## src/rtl/core/vcsd_pkg.sv

```systemverilog
// vcsd_pkg: item types, frame identifiers and fuel constants of the CAN signal decoder
// no dependencies; used by every module under rtl/core
package vcsd_pkg;

  // identifiers of the recognised extended frames
  localparam logic [28:0] ID_IGN_FUEL   = 29'h0621_4000;
  localparam logic [28:0] ID_SPEED      = 29'h0439_4000;
  localparam logic [28:0] ID_PEDAL      = 29'h0439_4100;
  localparam logic [28:0] ID_ENGINE     = 29'h0421_4001;
  localparam logic [28:0] ID_DIST_RANGE = 29'h0C01_4003;
  localparam logic [28:0] ID_BRAKE      = 29'h0302_9000;
  localparam logic [28:0] ID_ESP        = 29'h0631_4000;

  // fuel dose accumulator and nanolitre conversion
  localparam int unsigned DOSE_W     = 17;
  localparam int unsigned MUL_W      = 14;
  localparam int unsigned DOSE_SHIFT = 9;
  localparam int unsigned NL_W       = DOSE_W + MUL_W - DOSE_SHIFT;
  localparam logic [DOSE_W-1:0] DOSE_LIMIT = 17'd32777;
  localparam logic [MUL_W-1:0]  DOSE_MUL   = 14'd15621;

  // all-ones invalid codes
  localparam logic [6:0]  LEVEL_INVALID = 7'h7F;
  localparam logic [7:0]  BYTE_INVALID  = 8'hFF;
  localparam logic [15:0] WORD_INVALID  = 16'hFFFF;
  localparam logic [19:0] DIST_INVALID  = 20'hF_FFFF;
  localparam logic [14:0] RANGE_INVALID = 15'h7FFF;
  localparam logic [11:0] BRAKE_INVALID = 12'hFFF;
  localparam logic [7:0]  OIL_OFFSET    = 8'd40;
  localparam int unsigned IGN_BIT       = 6;

  localparam logic KIND_FRAME = 1'b0;
  localparam logic KIND_CLEAR = 1'b1;

  typedef struct packed {
    logic        kind;
    logic [28:0] frame_id;
    logic [7:0]  byte0;
    logic [7:0]  byte1;
    logic [7:0]  byte2;
    logic [7:0]  byte3;
    logic [7:0]  byte4;
    logic [7:0]  byte5;
    logic [7:0]  byte6;
    logic [7:0]  byte7;
    logic [31:0] now_ms;
  } in_item_t;

  typedef struct packed {
    logic              ignition_on;
    logic [6:0]        tank_level;
    logic [7:0]        speed;
    logic [7:0]        pedal;
    logic [12:0]       rpm;
    logic signed [7:0] oil_degc;
    logic [19:0]       distance;
    logic [14:0]       range_km;
    logic [11:0]       brake;
    logic [1:0]        esp_status;
    logic [47:0]       fuel_total_nl;
    logic [31:0]       timestamp_ms;
  } out_item_t;

  // classified request kinds
  typedef enum logic [3:0] {
    OP_UNKNOWN = 4'd0,
    OP_IGN     = 4'd1,
    OP_SPEED   = 4'd2,
    OP_PEDAL   = 4'd3,
    OP_ENGINE  = 4'd4,
    OP_DIST    = 4'd5,
    OP_BRAKE   = 4'd6,
    OP_ESP     = 4'd7,
    OP_CLEAR   = 4'd8
  } frame_op_e;

  typedef struct packed {
    frame_op_e        op;
    logic [6:0][7:0]  bytes;
    logic [31:0]      now_ms;
  } queue_item_t;

  typedef enum logic [1:0] {
    FUEL_HOLD  = 2'd0,
    FUEL_ADD   = 2'd1,
    FUEL_CLEAR = 2'd2
  } fuel_cmd_e;

  typedef struct packed {
    fuel_cmd_e         cmd;
    logic [DOSE_W-1:0] dose;
  } fuel_req_t;

  // decoded signals, everything but the fuel total
  typedef struct packed {
    logic              ignition_on;
    logic [6:0]        tank_level;
    logic [7:0]        speed;
    logic [7:0]        pedal;
    logic [12:0]       rpm;
    logic signed [7:0] oil_degc;
    logic [19:0]       distance;
    logic [14:0]       range_km;
    logic [11:0]       brake;
    logic [1:0]        esp_status;
    logic [31:0]       timestamp_ms;
  } sig_snap_t;

endpackage

```

## src/rtl/core/vcsd_front.sv

```systemverilog
// vcsd_front: accepts input requests and classifies them by frame identifier
// depends on vcsd_pkg
module vcsd_front (
  input  logic                  in_valid_i,
  output logic                  in_ready_o,
  input  vcsd_pkg::in_item_t    in_data_i,
  output logic                  q_valid_o,
  input  logic                  q_ready_i,
  output vcsd_pkg::queue_item_t q_item_o
);

  vcsd_pkg::frame_op_e op;

  always_comb begin
    if (in_data_i.kind == vcsd_pkg::KIND_CLEAR) begin
      op = vcsd_pkg::OP_CLEAR;
    end else begin
      case (in_data_i.frame_id)
        vcsd_pkg::ID_IGN_FUEL:   op = vcsd_pkg::OP_IGN;
        vcsd_pkg::ID_SPEED:      op = vcsd_pkg::OP_SPEED;
        vcsd_pkg::ID_PEDAL:      op = vcsd_pkg::OP_PEDAL;
        vcsd_pkg::ID_ENGINE:     op = vcsd_pkg::OP_ENGINE;
        vcsd_pkg::ID_DIST_RANGE: op = vcsd_pkg::OP_DIST;
        vcsd_pkg::ID_BRAKE:      op = vcsd_pkg::OP_BRAKE;
        vcsd_pkg::ID_ESP:        op = vcsd_pkg::OP_ESP;
        default:                 op = vcsd_pkg::OP_UNKNOWN;
      endcase
    end
  end

  // byte7 carries nothing for the known frames
  assign q_item_o.op     = op;
  assign q_item_o.bytes  = {in_data_i.byte6, in_data_i.byte5, in_data_i.byte4,
                            in_data_i.byte3, in_data_i.byte2, in_data_i.byte1,
                            in_data_i.byte0};
  assign q_item_o.now_ms = in_data_i.now_ms;

  assign q_valid_o  = in_valid_i;
  assign in_ready_o = q_ready_i;

endmodule

```

## src/rtl/core/vcsd_queue.sv

```systemverilog
// vcsd_queue: short fifo of classified requests between front and back ends
// depends on vcsd_pkg
module vcsd_queue #(
  parameter int unsigned DEPTH = 2
) (
  input  logic                  clk_i,
  input  logic                  rst_ni,
  input  logic                  push_valid_i,
  output logic                  push_ready_o,
  input  vcsd_pkg::queue_item_t push_item_i,
  output logic                  pop_valid_o,
  input  logic                  pop_ready_i,
  output vcsd_pkg::queue_item_t pop_item_o
);

  localparam int unsigned PtrW = (DEPTH > 1) ? $clog2(DEPTH) : 1;
  localparam int unsigned CntW = $clog2(DEPTH + 1);

  vcsd_pkg::queue_item_t entries_q [DEPTH];
  logic [PtrW-1:0] wr_ptr_q, wr_ptr_d, rd_ptr_q, rd_ptr_d;
  logic [CntW-1:0] count_q, count_d;
  logic            push, pop;

  assign push_ready_o = (count_q != CntW'(DEPTH));
  assign pop_valid_o  = (count_q != '0);
  assign pop_item_o   = entries_q[rd_ptr_q];

  assign push = push_valid_i & push_ready_o;
  assign pop  = pop_valid_o & pop_ready_i;

  always_comb begin
    wr_ptr_d = wr_ptr_q;
    rd_ptr_d = rd_ptr_q;
    count_d  = count_q;
    if (push) begin
      wr_ptr_d = (wr_ptr_q == PtrW'(DEPTH - 1)) ? '0 : wr_ptr_q + 1'b1;
    end
    if (pop) begin
      rd_ptr_d = (rd_ptr_q == PtrW'(DEPTH - 1)) ? '0 : rd_ptr_q + 1'b1;
    end
    if (push && !pop) begin
      count_d = count_q + 1'b1;
    end else if (pop && !push) begin
      count_d = count_q - 1'b1;
    end
  end

  always_ff @(posedge clk_i or negedge rst_ni) begin
    if (!rst_ni) begin
      wr_ptr_q <= '0;
      rd_ptr_q <= '0;
      count_q  <= '0;
    end else begin
      wr_ptr_q <= wr_ptr_d;
      rd_ptr_q <= rd_ptr_d;
      count_q  <= count_d;
    end
  end

  always_ff @(posedge clk_i) begin
    if (push) begin
      entries_q[wr_ptr_q] <= push_item_i;
    end
  end

endmodule

```

## src/rtl/core/vcsd_exec.sv

```systemverilog
// vcsd_exec: applies classified requests to the signal registers and dose accumulator
// depends on vcsd_pkg; feeds the fuel stage with a snapshot and a fuel request
module vcsd_exec (
  input  logic                  clk_i,
  input  logic                  rst_ni,
  input  logic                  q_valid_i,
  output logic                  q_ready_o,
  input  vcsd_pkg::queue_item_t q_item_i,
  output logic                  ex_valid_o,
  input  logic                  ex_ready_i,
  output vcsd_pkg::sig_snap_t   ex_snap_o,
  output vcsd_pkg::fuel_req_t   ex_fuel_o
);

  vcsd_pkg::sig_snap_t snap_q, snap_d;
  vcsd_pkg::fuel_req_t fuel_q, fuel_d;
  logic [vcsd_pkg::DOSE_W-1:0] dose_q, dose_d, dose_sum;
  logic [15:0] speed_raw, rpm_raw, dose_raw, range_raw, brake_raw;
  logic [19:0] dist_raw;
  logic [6:0]  level_raw;
  logic        valid_q, take, ign_new;

  assign q_ready_o = !valid_q || ex_ready_i;
  assign take      = q_valid_i && q_ready_o;

  assign level_raw = q_item_i.bytes[5][6:0];
  assign speed_raw = {q_item_i.bytes[0], q_item_i.bytes[1]};
  assign rpm_raw   = {q_item_i.bytes[6], q_item_i.bytes[5]};
  assign dose_raw  = {q_item_i.bytes[4], q_item_i.bytes[5]};
  assign dist_raw  = {q_item_i.bytes[1][3:0], q_item_i.bytes[2], q_item_i.bytes[3]};
  assign range_raw = {q_item_i.bytes[4], q_item_i.bytes[5]};
  assign brake_raw = {q_item_i.bytes[5], q_item_i.bytes[6]};
  assign ign_new   = q_item_i.bytes[2][vcsd_pkg::IGN_BIT];

  // accumulator stays below the limit, so the sum fits its width
  assign dose_sum = dose_q + vcsd_pkg::DOSE_W'(dose_raw);

  always_comb begin
    snap_d      = snap_q;
    dose_d      = dose_q;
    fuel_d.cmd  = vcsd_pkg::FUEL_HOLD;
    fuel_d.dose = '0;
    case (q_item_i.op)
      vcsd_pkg::OP_CLEAR: begin
        dose_d     = '0;
        fuel_d.cmd = vcsd_pkg::FUEL_CLEAR;
      end
      vcsd_pkg::OP_IGN: begin
        if (snap_q.ignition_on && !ign_new && (dose_q != '0)) begin
          fuel_d.cmd  = vcsd_pkg::FUEL_ADD;
          fuel_d.dose = dose_q;
          dose_d      = '0;
        end
        snap_d.ignition_on = ign_new;
        if (level_raw != vcsd_pkg::LEVEL_INVALID) begin
          snap_d.tank_level = level_raw;
        end
      end
      vcsd_pkg::OP_SPEED: begin
        if (!snap_q.ignition_on) begin
          snap_d.speed = '0;
        end else if (speed_raw != vcsd_pkg::WORD_INVALID) begin
          snap_d.speed = speed_raw[11:4];
        end
      end
      vcsd_pkg::OP_PEDAL: begin
        if (q_item_i.bytes[3] != vcsd_pkg::BYTE_INVALID) begin
          snap_d.pedal = q_item_i.bytes[3];
        end
      end
      vcsd_pkg::OP_ENGINE: begin
        if (!snap_q.ignition_on) begin
          snap_d.rpm = '0;
        end else begin
          if (rpm_raw != vcsd_pkg::WORD_INVALID) begin
            snap_d.rpm = rpm_raw[15:3];
          end
          if (dose_raw != vcsd_pkg::WORD_INVALID) begin
            if (dose_sum >= vcsd_pkg::DOSE_LIMIT) begin
              fuel_d.cmd  = vcsd_pkg::FUEL_ADD;
              fuel_d.dose = dose_sum;
              dose_d      = '0;
            end else begin
              dose_d = dose_sum;
            end
          end
        end
        snap_d.oil_degc = q_item_i.bytes[3] - vcsd_pkg::OIL_OFFSET;
      end
      vcsd_pkg::OP_DIST: begin
        if (dist_raw != vcsd_pkg::DIST_INVALID) begin
          snap_d.distance = dist_raw;
        end
        if (range_raw[14:0] != vcsd_pkg::RANGE_INVALID) begin
          snap_d.range_km = range_raw[14:0];
        end
      end
      vcsd_pkg::OP_BRAKE: begin
        if (brake_raw[11:0] != vcsd_pkg::BRAKE_INVALID) begin
          snap_d.brake = brake_raw[11:0];
        end
      end
      vcsd_pkg::OP_ESP: begin
        snap_d.esp_status = (q_item_i.bytes[5] != vcsd_pkg::BYTE_INVALID) ?
                            q_item_i.bytes[5][1:0] : 2'd0;
      end
      default: begin
      end
    endcase
    if ((q_item_i.op != vcsd_pkg::OP_UNKNOWN) && (q_item_i.op != vcsd_pkg::OP_CLEAR)) begin
      snap_d.timestamp_ms = q_item_i.now_ms;
    end
  end

  always_ff @(posedge clk_i or negedge rst_ni) begin
    if (!rst_ni) begin
      valid_q <= 1'b0;
      snap_q  <= '0;
      dose_q  <= '0;
      fuel_q  <= '0;
    end else begin
      if (q_ready_o) begin
        valid_q <= q_valid_i;
      end
      if (take) begin
        snap_q <= snap_d;
        dose_q <= dose_d;
        fuel_q <= fuel_d;
      end
    end
  end

  assign ex_valid_o = valid_q;
  assign ex_snap_o  = snap_q;
  assign ex_fuel_o  = fuel_q;

endmodule

```

## src/rtl/core/vcsd_fuel.sv

```systemverilog
// vcsd_fuel: dose to nanolitre multiply, saturating fuel total and output register
// depends on vcsd_pkg
module vcsd_fuel #(
  parameter int unsigned FUEL_TOTAL_BITS = 48
) (
  input  logic                clk_i,
  input  logic                rst_ni,
  input  logic                ex_valid_i,
  output logic                ex_ready_o,
  input  vcsd_pkg::sig_snap_t ex_snap_i,
  input  vcsd_pkg::fuel_req_t ex_fuel_i,
  output logic                out_valid_o,
  input  logic                out_ready_i,
  output vcsd_pkg::out_item_t out_data_o
);

  localparam int unsigned ProdW = vcsd_pkg::DOSE_W + vcsd_pkg::MUL_W;

  // multiply stage
  logic                      mul_valid_q;
  vcsd_pkg::sig_snap_t       mul_snap_q;
  vcsd_pkg::fuel_cmd_e       mul_cmd_q;
  logic [vcsd_pkg::NL_W-1:0] mul_nl_q;
  logic [ProdW-1:0]          product;

  // total stage
  logic                       out_valid_q;
  vcsd_pkg::sig_snap_t        out_snap_q;
  logic [FUEL_TOTAL_BITS-1:0] total_q, total_d;
  logic [FUEL_TOTAL_BITS:0]   total_sum;
  logic                       out_en, mul_en;

  assign out_en     = !out_valid_q || out_ready_i;
  assign mul_en     = !mul_valid_q || out_en;
  assign ex_ready_o = mul_en;

  assign product = ProdW'(ex_fuel_i.dose) * ProdW'(vcsd_pkg::DOSE_MUL);

  assign total_sum = {1'b0, total_q} + (FUEL_TOTAL_BITS + 1)'(mul_nl_q);

  always_comb begin
    case (mul_cmd_q)
      vcsd_pkg::FUEL_CLEAR: total_d = '0;
      vcsd_pkg::FUEL_ADD:   total_d = total_sum[FUEL_TOTAL_BITS] ? '1 :
                                      total_sum[FUEL_TOTAL_BITS-1:0];
      default:              total_d = total_q;
    endcase
  end

  always_ff @(posedge clk_i or negedge rst_ni) begin
    if (!rst_ni) begin
      mul_valid_q <= 1'b0;
      mul_cmd_q   <= vcsd_pkg::FUEL_HOLD;
      out_valid_q <= 1'b0;
      total_q     <= '0;
    end else begin
      if (mul_en) begin
        mul_valid_q <= ex_valid_i;
        if (ex_valid_i) begin
          mul_cmd_q <= ex_fuel_i.cmd;
        end
      end
      if (out_en) begin
        out_valid_q <= mul_valid_q;
        if (mul_valid_q) begin
          total_q <= total_d;
        end
      end
    end
  end

  always_ff @(posedge clk_i) begin
    if (mul_en && ex_valid_i) begin
      mul_snap_q <= ex_snap_i;
      mul_nl_q   <= product[ProdW-1:vcsd_pkg::DOSE_SHIFT];
    end
    if (out_en && mul_valid_q) begin
      out_snap_q <= mul_snap_q;
    end
  end

  assign out_valid_o              = out_valid_q;
  assign out_data_o.ignition_on   = out_snap_q.ignition_on;
  assign out_data_o.tank_level    = out_snap_q.tank_level;
  assign out_data_o.speed         = out_snap_q.speed;
  assign out_data_o.pedal         = out_snap_q.pedal;
  assign out_data_o.rpm           = out_snap_q.rpm;
  assign out_data_o.oil_degc      = out_snap_q.oil_degc;
  assign out_data_o.distance      = out_snap_q.distance;
  assign out_data_o.range_km      = out_snap_q.range_km;
  assign out_data_o.brake         = out_snap_q.brake;
  assign out_data_o.esp_status    = out_snap_q.esp_status;
  assign out_data_o.fuel_total_nl = 48'(total_q);
  assign out_data_o.timestamp_ms  = out_snap_q.timestamp_ms;

endmodule

```

## src/rtl/core/vehicle_can_signal_decoder.sv

```systemverilog
// vehicle_can_signal_decoder: top level of the CAN signal decoder
// depends on vcsd_pkg, vcsd_front, vcsd_queue, vcsd_exec and vcsd_fuel
//
// usage
//   input channel (in_valid_i / in_ready_o / in_data_i) takes one request per
//   cycle while in_ready_o is high: a received frame (kind 0) or a clear of
//   the fuel totals (kind 1)
//   output channel (out_valid_o / out_ready_i / out_data_o) gives exactly one
//   snapshot of all decoded signals per request, in request order
//   path: queue, signal update, dose multiply, fuel total registers, in order
//   throughput: one request per cycle sustained while out_ready_i is high,
//   set by the signal update loop in the exec stage
//   reset clears every signal, the dose accumulator, the fuel total and all
//   valid flags; in_ready_o is already high as reset is released, so the
//   first edge after release can take a request
//   when the receiver stalls, the output and multiply stages hold, the exec
//   stage holds, and the request queue fills; in_ready_o drops only once
//   the queue is full
//
module vehicle_can_signal_decoder #(
  parameter int unsigned FUEL_TOTAL_BITS = 48,
  parameter int unsigned QUEUE_DEPTH     = 2
) (
  input  logic                clk_i,
  input  logic                rst_ni,
  input  logic                in_valid_i,
  output logic                in_ready_o,
  input  vcsd_pkg::in_item_t  in_data_i,
  output logic                out_valid_o,
  input  logic                out_ready_i,
  output vcsd_pkg::out_item_t out_data_o
);

  // front to queue
  logic                  fq_valid, fq_ready;
  vcsd_pkg::queue_item_t fq_item;

  // queue to exec
  logic                  qe_valid, qe_ready;
  vcsd_pkg::queue_item_t qe_item;

  // exec to fuel stage
  logic                  ef_valid, ef_ready;
  vcsd_pkg::sig_snap_t   ef_snap;
  vcsd_pkg::fuel_req_t   ef_fuel;

  // classify by identifier
  vcsd_front u_front (
    .in_valid_i (in_valid_i),
    .in_ready_o (in_ready_o),
    .in_data_i  (in_data_i),
    .q_valid_o  (fq_valid),
    .q_ready_i  (fq_ready),
    .q_item_o   (fq_item)
  );

  // decouples the front from back-end stalls
  vcsd_queue #(
    .DEPTH (QUEUE_DEPTH)
  ) u_queue (
    .clk_i        (clk_i),
    .rst_ni       (rst_ni),
    .push_valid_i (fq_valid),
    .push_ready_o (fq_ready),
    .push_item_i  (fq_item),
    .pop_valid_o  (qe_valid),
    .pop_ready_i  (qe_ready),
    .pop_item_o   (qe_item)
  );

  // signal registers and dose accumulator
  vcsd_exec u_exec (
    .clk_i      (clk_i),
    .rst_ni     (rst_ni),
    .q_valid_i  (qe_valid),
    .q_ready_o  (qe_ready),
    .q_item_i   (qe_item),
    .ex_valid_o (ef_valid),
    .ex_ready_i (ef_ready),
    .ex_snap_o  (ef_snap),
    .ex_fuel_o  (ef_fuel)
  );

  // nanolitre conversion, saturating total, output register
  vcsd_fuel #(
    .FUEL_TOTAL_BITS (FUEL_TOTAL_BITS)
  ) u_fuel (
    .clk_i       (clk_i),
    .rst_ni      (rst_ni),
    .ex_valid_i  (ef_valid),
    .ex_ready_o  (ef_ready),
    .ex_snap_i   (ef_snap),
    .ex_fuel_i   (ef_fuel),
    .out_valid_o (out_valid_o),
    .out_ready_i (out_ready_i),
    .out_data_o  (out_data_o)
  );

endmodule

```

## config.mk

```make
export PLATFORM = sky130hd
export DESIGN_NAME = vehicle_can_signal_decoder
export DESIGN_NICKNAME = d
export VERILOG_FILES = /design/src/rtl/core/vcsd_pkg.sv /design/src/rtl/core/vcsd_front.sv /design/src/rtl/core/vcsd_queue.sv /design/src/rtl/core/vcsd_exec.sv /design/src/rtl/core/vcsd_fuel.sv /design/src/rtl/core/vehicle_can_signal_decoder.sv
export SDC_FILE = /design/constraint.sdc
export NUM_CORES = 1
export LEC_CHECK = 0
export CAP_MARGIN = 10
export CORE_MARGIN = 2
export CORE_UTILIZATION = 50
export CTS_BUF_LIST = sky130_fd_sc_hd__clkbuf_8
export DETAILED_ROUTE_END_ITERATION = 10
export DONT_BUFFER_PORTS = 1
export GPL_ROUTABILITY_DRIVEN = 0
export PLACE_DENSITY_LB_ADDON = 0.3
export SETUP_SLACK_MARGIN = 0.02
export SYNTH_ARGS = -nofsm -noshare
export SYNTH_HDL_FRONTEND = slang
export SYNTH_SLANG_ARGS = --single-unit
```

## constraint.sdc

```tcl
create_clock -name clk_i -period 9.35 [get_ports clk_i]
set_input_delay 0 -clock clk_i [delete_from_list [all_inputs] [get_ports clk_i]]
set_output_delay 0 -clock clk_i [all_outputs]
set_load 0.005 [all_outputs]
```

======== Yosys cells after proc, flatten, opt, wreduce, memory -nomap -nowiden ========
Memories as Yosys holds them, arrays and structs flattened.
Cells that the tools add are included.
cells by class
  bitwise logic cells ..................... 2
  order comparisons ....................... 1
  eq/ne operators ......................... 33
  multiplexer cells ....................... 26
  $mul .................................... 1
  reductions and logical operators ........ 37
  add/sub/neg operators ................... 7
operators by type and width
  kind                      number
  $eq A29 B27 Y1 const B    5
  $pmux W48 S2              1
  $mux W17                  4
  $pmux W17 S3              1
  $add A48 B22 Y49          1
  $mux W48                  1
  $ne A16 B16 Y1 const B    3
  $mux W19                  2
  $mux W18                  2
  $pmux W17 S2              1
  $mul A17 B14 Y31 const B  1
  $eq A29 B26 Y1 const B    1
  $eq A29 B28 Y1 const B    1
  $mux W13                  2
  $reduce_and A3 Y1         8
  $pmux W3 S7               1
  $ne A20 B20 Y1 const B    1
  $add A17 B16 Y17          1
  $ge A17 B16 Y1 const B    1
  $reduce_bool A17 Y1       1
  $eq A4 B3 Y1 const B      4
  $mux W8                   2
  $ne A8 B8 Y1 const B      2
  $ne A15 B15 Y1 const B    1
  27 further kinds          59
storage, ports and cells
  memory bits (writable) .................. 184
  memories kept ........................... 1
  logic and storage cells ................. 153
  bits in registers ....................... 493
memories
  name               depth  width  read ports  clocked after Yosys merged registers in  write ports  line              RTL
  u_queue.entries_q  2      92     1           0                                        1            vcsd_queue.sv:19  vcsd_pkg::queue_item_t entries_q [DEPTH];

======== Depth between registers and ports, before layout ========
  depth in word-level cells ............... 8
  mapped depth ............................ 20

======== Cells and area by module ========
From an unflattened synthesis, not the netlist that was laid out.
unflattened totals
  cells, all modules ...................... 2112
  area, all modules ....................... 30913.4 um2
by module, submodules not included
  module      area an instance (um2)  cells an instance  instances  seq. area each (um2)
  vcsd_fuel   15290.9                 1023               1          9529.1
  vcsd_exec   7554.7                  656                1          4078.9
  vcsd_queue  7114.3                  304                1          5625.4
  vcsd_front  953.4                   129                1          0.0

======== Worst setup path after synthesis ========
No wires, ideal clock.
  kind .................................... register -> register
  start ................................... register u_exec.fuel_q (netlist bit u_exec.ex_fuel_o[1])
  end ..................................... register u_fuel.mul_nl_q[21] (netlist bit), data pin
  required time ........................... 9084 ps
  setup time .............................. 266 ps
  buffers on the path ..................... 0
  arrival ................................. 5050 ps
  stages on the path, launching flop included .. 20
  setup slack ............................. 4034 ps
  cells stage by stage .................... dfrtp_1 > inv_1 > fa_1 > fa_1 > inv_1 > fa_1 > fa_1 > ha_1 > inv_1 > fa_1 > inv_1 > ha_1 > a21oi_1 > nor2b_1 > o21ai_0 > nand2b_1 > o21ai_0 > o31ai_1 > o41ai_1 > xnor2_1
on the way
  longest elaborated chain between the ends .. 1
RTL lines
  element                   line              RTL
  start: declaration        vcsd_exec.sv:16   vcsd_pkg::fuel_req_t fuel_q, fuel_d;
  start signal: assignment  vcsd_exec.sv:128  fuel_q <= fuel_d;
  $mul A17 B14 Y31          vcsd_fuel.sv:37   assign product = ProdW'(ex_fuel_i.dose) * ProdW'(vcsd_pkg::DOSE_MUL);
  net u_fuel.product[30]    vcsd_fuel.sv:24   logic [ProdW-1:0] product;
  end signal: assignment    vcsd_fuel.sv:75   mul_nl_q <= product[ProdW-1:vcsd_pkg::DOSE_SHIFT];
  end: declaration          vcsd_fuel.sv:23   logic [vcsd_pkg::NL_W-1:0] mul_nl_q;
The timed path passes the listed nets, and every way through them passes these cells.
A chain may end at the register's enable or synchronous reset.

======== Final worst setup path ========
  start ................................... register u_exec.fuel_q (netlist bit u_exec.ex_fuel_o[1])
  end ..................................... register u_fuel.mul_nl_q[14] (netlist bit), data pin
Same word-level chain as after synthesis.

==> out/results.tsv <==
stage	metric	value	unit
worst_setup_path	CP Capture Type	register	
yosys	sequential area share after synthesis	64.3	%
yosys	post-synth top area share	46.0	%
yosys	Synth Area in Compound Gates	10.0	%
run	Maximum Capacitance Violations	0	
cts	clock root buffer master	clkbuf_8	
routing	final wirelength	66.7	mm
cts	clk buf depth	3	
power	PD cells	297	nW/um^2
yosys	synthesized cell area	29900	sq um
global_route	initial antenna violation count	1	
die	Die H	249	um
yosys	Post-Synth Adder-Cell Area	10.1	%
global_route	gr usage total	21.6	%
yosys	dominant cells by area after synthesis	edfxtp_1, dfrtp_1, ha_1	
yosys	Syn Area/Cell	13.8	sq um
place	IO Port Bufs	0	
sta	Slew Viols, Final	0	
worst_setup_path	slowest stage cell, crit path	o21ai_0	
global_route	first-pass GRT wire length	106	mm
worst_setup_path	Worst Setup Start Kind	register	
cts	CTS sink count	677	
layout	Layout fillers	4516	
routing	1st-pass router iterations	5	
sta	Setup TNS Final	0	ns
cts	H-tree depth	3	
yosys	simple-gate share of the synthesized area	7.57	%
power	Tot Pwr	10.3	mW
cts	Reg clk slew, reported paths	0.06	ns
layout	fin util	58.9	%
worst_setup_path	cell mode on critical path	fa_1	
layout	fin nets	2747	
yosys	largest family of logic cells by synthesized area	adder cells	
worst_setup_path	worst path cell trace	inv_1 -> fa_1 -> fa_1 -> inv_1 -> fa_1 -> fa_1 -> ha_1 -> inv_1 -> fa_1 -> inv_1 -> ha_1 -> a21oi_1 -> nor2b_1 -> o21ai_0 -> nand2b_1 -> o21ai_0 -> o21bai_1 -> a31oi_1 -> xnor2_1	
yosys	Synth Register Bits	677	
yosys	mux cell area share after synthesis	3.69	%
routing	Routed Antenna Nets	0	
cts	CTS tree	built	
layout	area of the multi-input gates	9860	sq um
worst_setup_path	crit path buf inv count	4	
yosys	Post-Syn Nets	2503	
sta	fmax	169	MHz
die	die width	249	um
sta	Finish-stage setup viols	0	
sta	crit share post-route	63.3	%
routing	DRT iter0 DRCs	1278	
power	Leak	14.4	nW
routing	DR WL/cell	20.3	um
routing	post-route DRC violation count	0	
sta	Slew @ Worst Pin	1.20	ns
outcome	status	completed	
worst_setup_path	CP peak stage delay	0.58	ns
yosys	Post-synth EDFFs	458	
layout	storage element area	19200	sq um
routing	via count	18430	
global_route	largest net degree at the start of global routing	220	
yosys	Async S/R FF share, synth	32.3	%
routing	vias per cell	5.62	
power	Max IR drop VDD	207	uV
layout	fin cells	3277	
place	dpl cells	2886	
die	core box area	59000	sq um
yosys	Netlist cell types	81	
die	FP Rows	89	
worst_setup_path	worst path required time	9.78	ns
die	num ports	306	
sta	Clock Skew	0.0333	ns
place	dpl hpwl	43.1	mm
worst_setup_path	CP Data Arrival Time	6.34	ns
worst_setup_path	family with the most delay on the worst path	adder cells	
die	initial core utilization	50.7	%
yosys	Synth Flop Type	edfxtp_1	
sta	Slew headroom	19.9	%
layout	Area Growth Syn to Fin	16.3	%
worst_setup_path	worst setup path class	register to register	
worst_setup_path	CP max FO	6	
sta	Final Hold Viols	0	
yosys	Post-Synthesis Cells	2168	
layout	share of layout cells above drive strength 1	9.23	%
global_route	gr ovfl total	0	
place	Place WS	3.42	ns
yosys	Synth top cells by count	edfxtp_1, dfrtp_1, nand2_1, ha_1, inv_1	
worst_hold_path	Tightest Hold Check Type	input port to asynchronous set/reset pin	
sta	RSZ-0062 raised after global routing	false	
sta	fin crit period	5.92	ns
yosys	most frequent cell after synthesis	edfxtp_1	
cts	CTS buffer count	105	
cts	Worst-Skew Late Latency	0.71	ns
global_route	vias in the first global route	19267	
yosys	dominant cell type by area after synthesis	edfxtp_1	
yosys	XOR/XNOR share of the synthesized area	1.49	%
sta	PnR worst setup slack	3.43	ns
yosys	Yosys warnings	0	
die	DIE AREA	61800	sq um
==> layout make-up <==
| class | count | share of cell area, % |
|---|---|---|
| Tap cell | 773 | 2.78 |
| Clock buffer | 109 | 4.32 |
| Sequential cell | 677 | 55.3 |
| Timing Repair Buffer | 209 | 5.93 |
| Antenna cell | 1 | 0.00720 |
| Inverter | 145 | 1.59 |
| Clock inverter | 89 | 1.66 |
| Multi-Input combinational cell | 1274 | 28.4 |
==> worst register-to-register path, cell delays in order, from the launching register on <==
cell	delay, ns
dfrtp_1	0.46
inv_1	0.12
fa_1	0.51
fa_1	0.56
inv_1	0.06
fa_1	0.56
fa_1	0.42
ha_1	0.29
inv_1	0.05
fa_1	0.49
inv_1	0.04
ha_1	0.34
a21oi_1	0.14
nor2b_1	0.06
o21ai_0	0.15
nand2b_1	0.09
o21ai_0	0.58
o21bai_1	0.32
a31oi_1	0.28
xnor2_1	0.12
==> metal layers <==
metal / part of all wire, % / track usage (%) / up-vias
met5: 0 / 0 / -
met4: 2.7 / 6.93 / 0
met3: 6.4 / 5.32 / 128
met2: 48 / 35.7 / 624
met1: 43 / 28.2 / 9109
li1: - / - / 8569
==> placed cells by master, fill, tap and decap left out, types with 12 or more instances in the layout <==
master / n
fa_1: 60
dlygate4sd3_1: 190
xnor2_1: 29
clkbuf_8: 109
ha_1: 145
o21ai_0: 136
o31ai_1: 17
edfxtp_1: 458
nand4_1: 19
a21oi_1: 92
nor2_1: 82
a211oi_1: 18
buf_4: 17
nand2_1: 173
xor2_1: 22
nand2b_1: 16
a31oi_1: 19
nand3_1: 36
clkinv_2: 12
mux2_2: 41
a311oi_1: 15
nor3_1: 22
a21o_1: 25
mux2i_1: 64
a22o_1: 12
and3_1: 33
inv_1: 181
clkinv_1: 25
dfrtp_1: 218
o211ai_1: 14
==> report_power, final <==
group	total, mW	switching (mW)	internal, mW
logic	2.75	1.76	0.992
clock network	2.43	1.17	1.26
registers	5.14	0.600	4.54
==> per-stage QoR <==
step / hold slack (ns) / area (sq um)
final: 0.0309 / 34800
after CTS: 0.0498 / 34800
after global routing: 0.0874 / 34800
after detailed placement: -0.286 / 30700
after global placement: -0.289 / 30700
after floorplan: -0.296 / 29900
==> registers in the layout, summed over array words and instances (netlist names), 17 cells and up <==
| name | flops |
|---|---|
| u_exec.ex_fuel_o | 19 |
| u_fuel.mul_snap_q | 126 |
| u_fuel.total_q | 48 |
| u_queue.entries_q | 184 |
| u_exec.ex_snap_o | 126 |
| u_fuel.mul_nl_q | 22 |
| u_fuel.out_data_o | 126 |
| u_exec.dose_q | 17 |
==> repair_timing <==
item | CTS | global route
endpoints found under the hold margin | 475 | 0
buffers inserted | 0 | 0
hold buffers | 191 | 0
resized for setup | 0 | 0
==> final timing paths <==
kind | start | depth (start not counted) | endpoint | slack [ns]
max in group asynchronous | rst_ni | 2 | u_queue.rd_ptr_q | 8.26
setup / recovery | u_exec.ex_fuel_o[1] | 19 | u_fuel.mul_nl_q[14] | 3.43
setup reg to reg | u_exec.ex_fuel_o[1] | 19 | u_fuel.mul_nl_q[14] | 3.43
hold / removal | rst_ni | 2 | u_exec.ex_snap_o[15] | 0.03
min in group clk_i | in_data_i[125] | 1 | u_queue.entries_q[0][91] | 0.14
hold reg to reg | u_fuel.mul_snap_q[73] | 0 | u_fuel.out_data_o[121] | 0.41
==> logic make-up (layout without fill, tap and decap cells) <==
logic type,count (synthesis),after routing
muxes,105,105
and+or+nand+nor,464,464
xor gates and xnor gates,51,51
AOI/OAI and AO/OA,449,449
DFF,677,677
other,0,1
buffers and inverters,217,552
adders and majority gates,205,205
(Power assumes the default switching activity.)
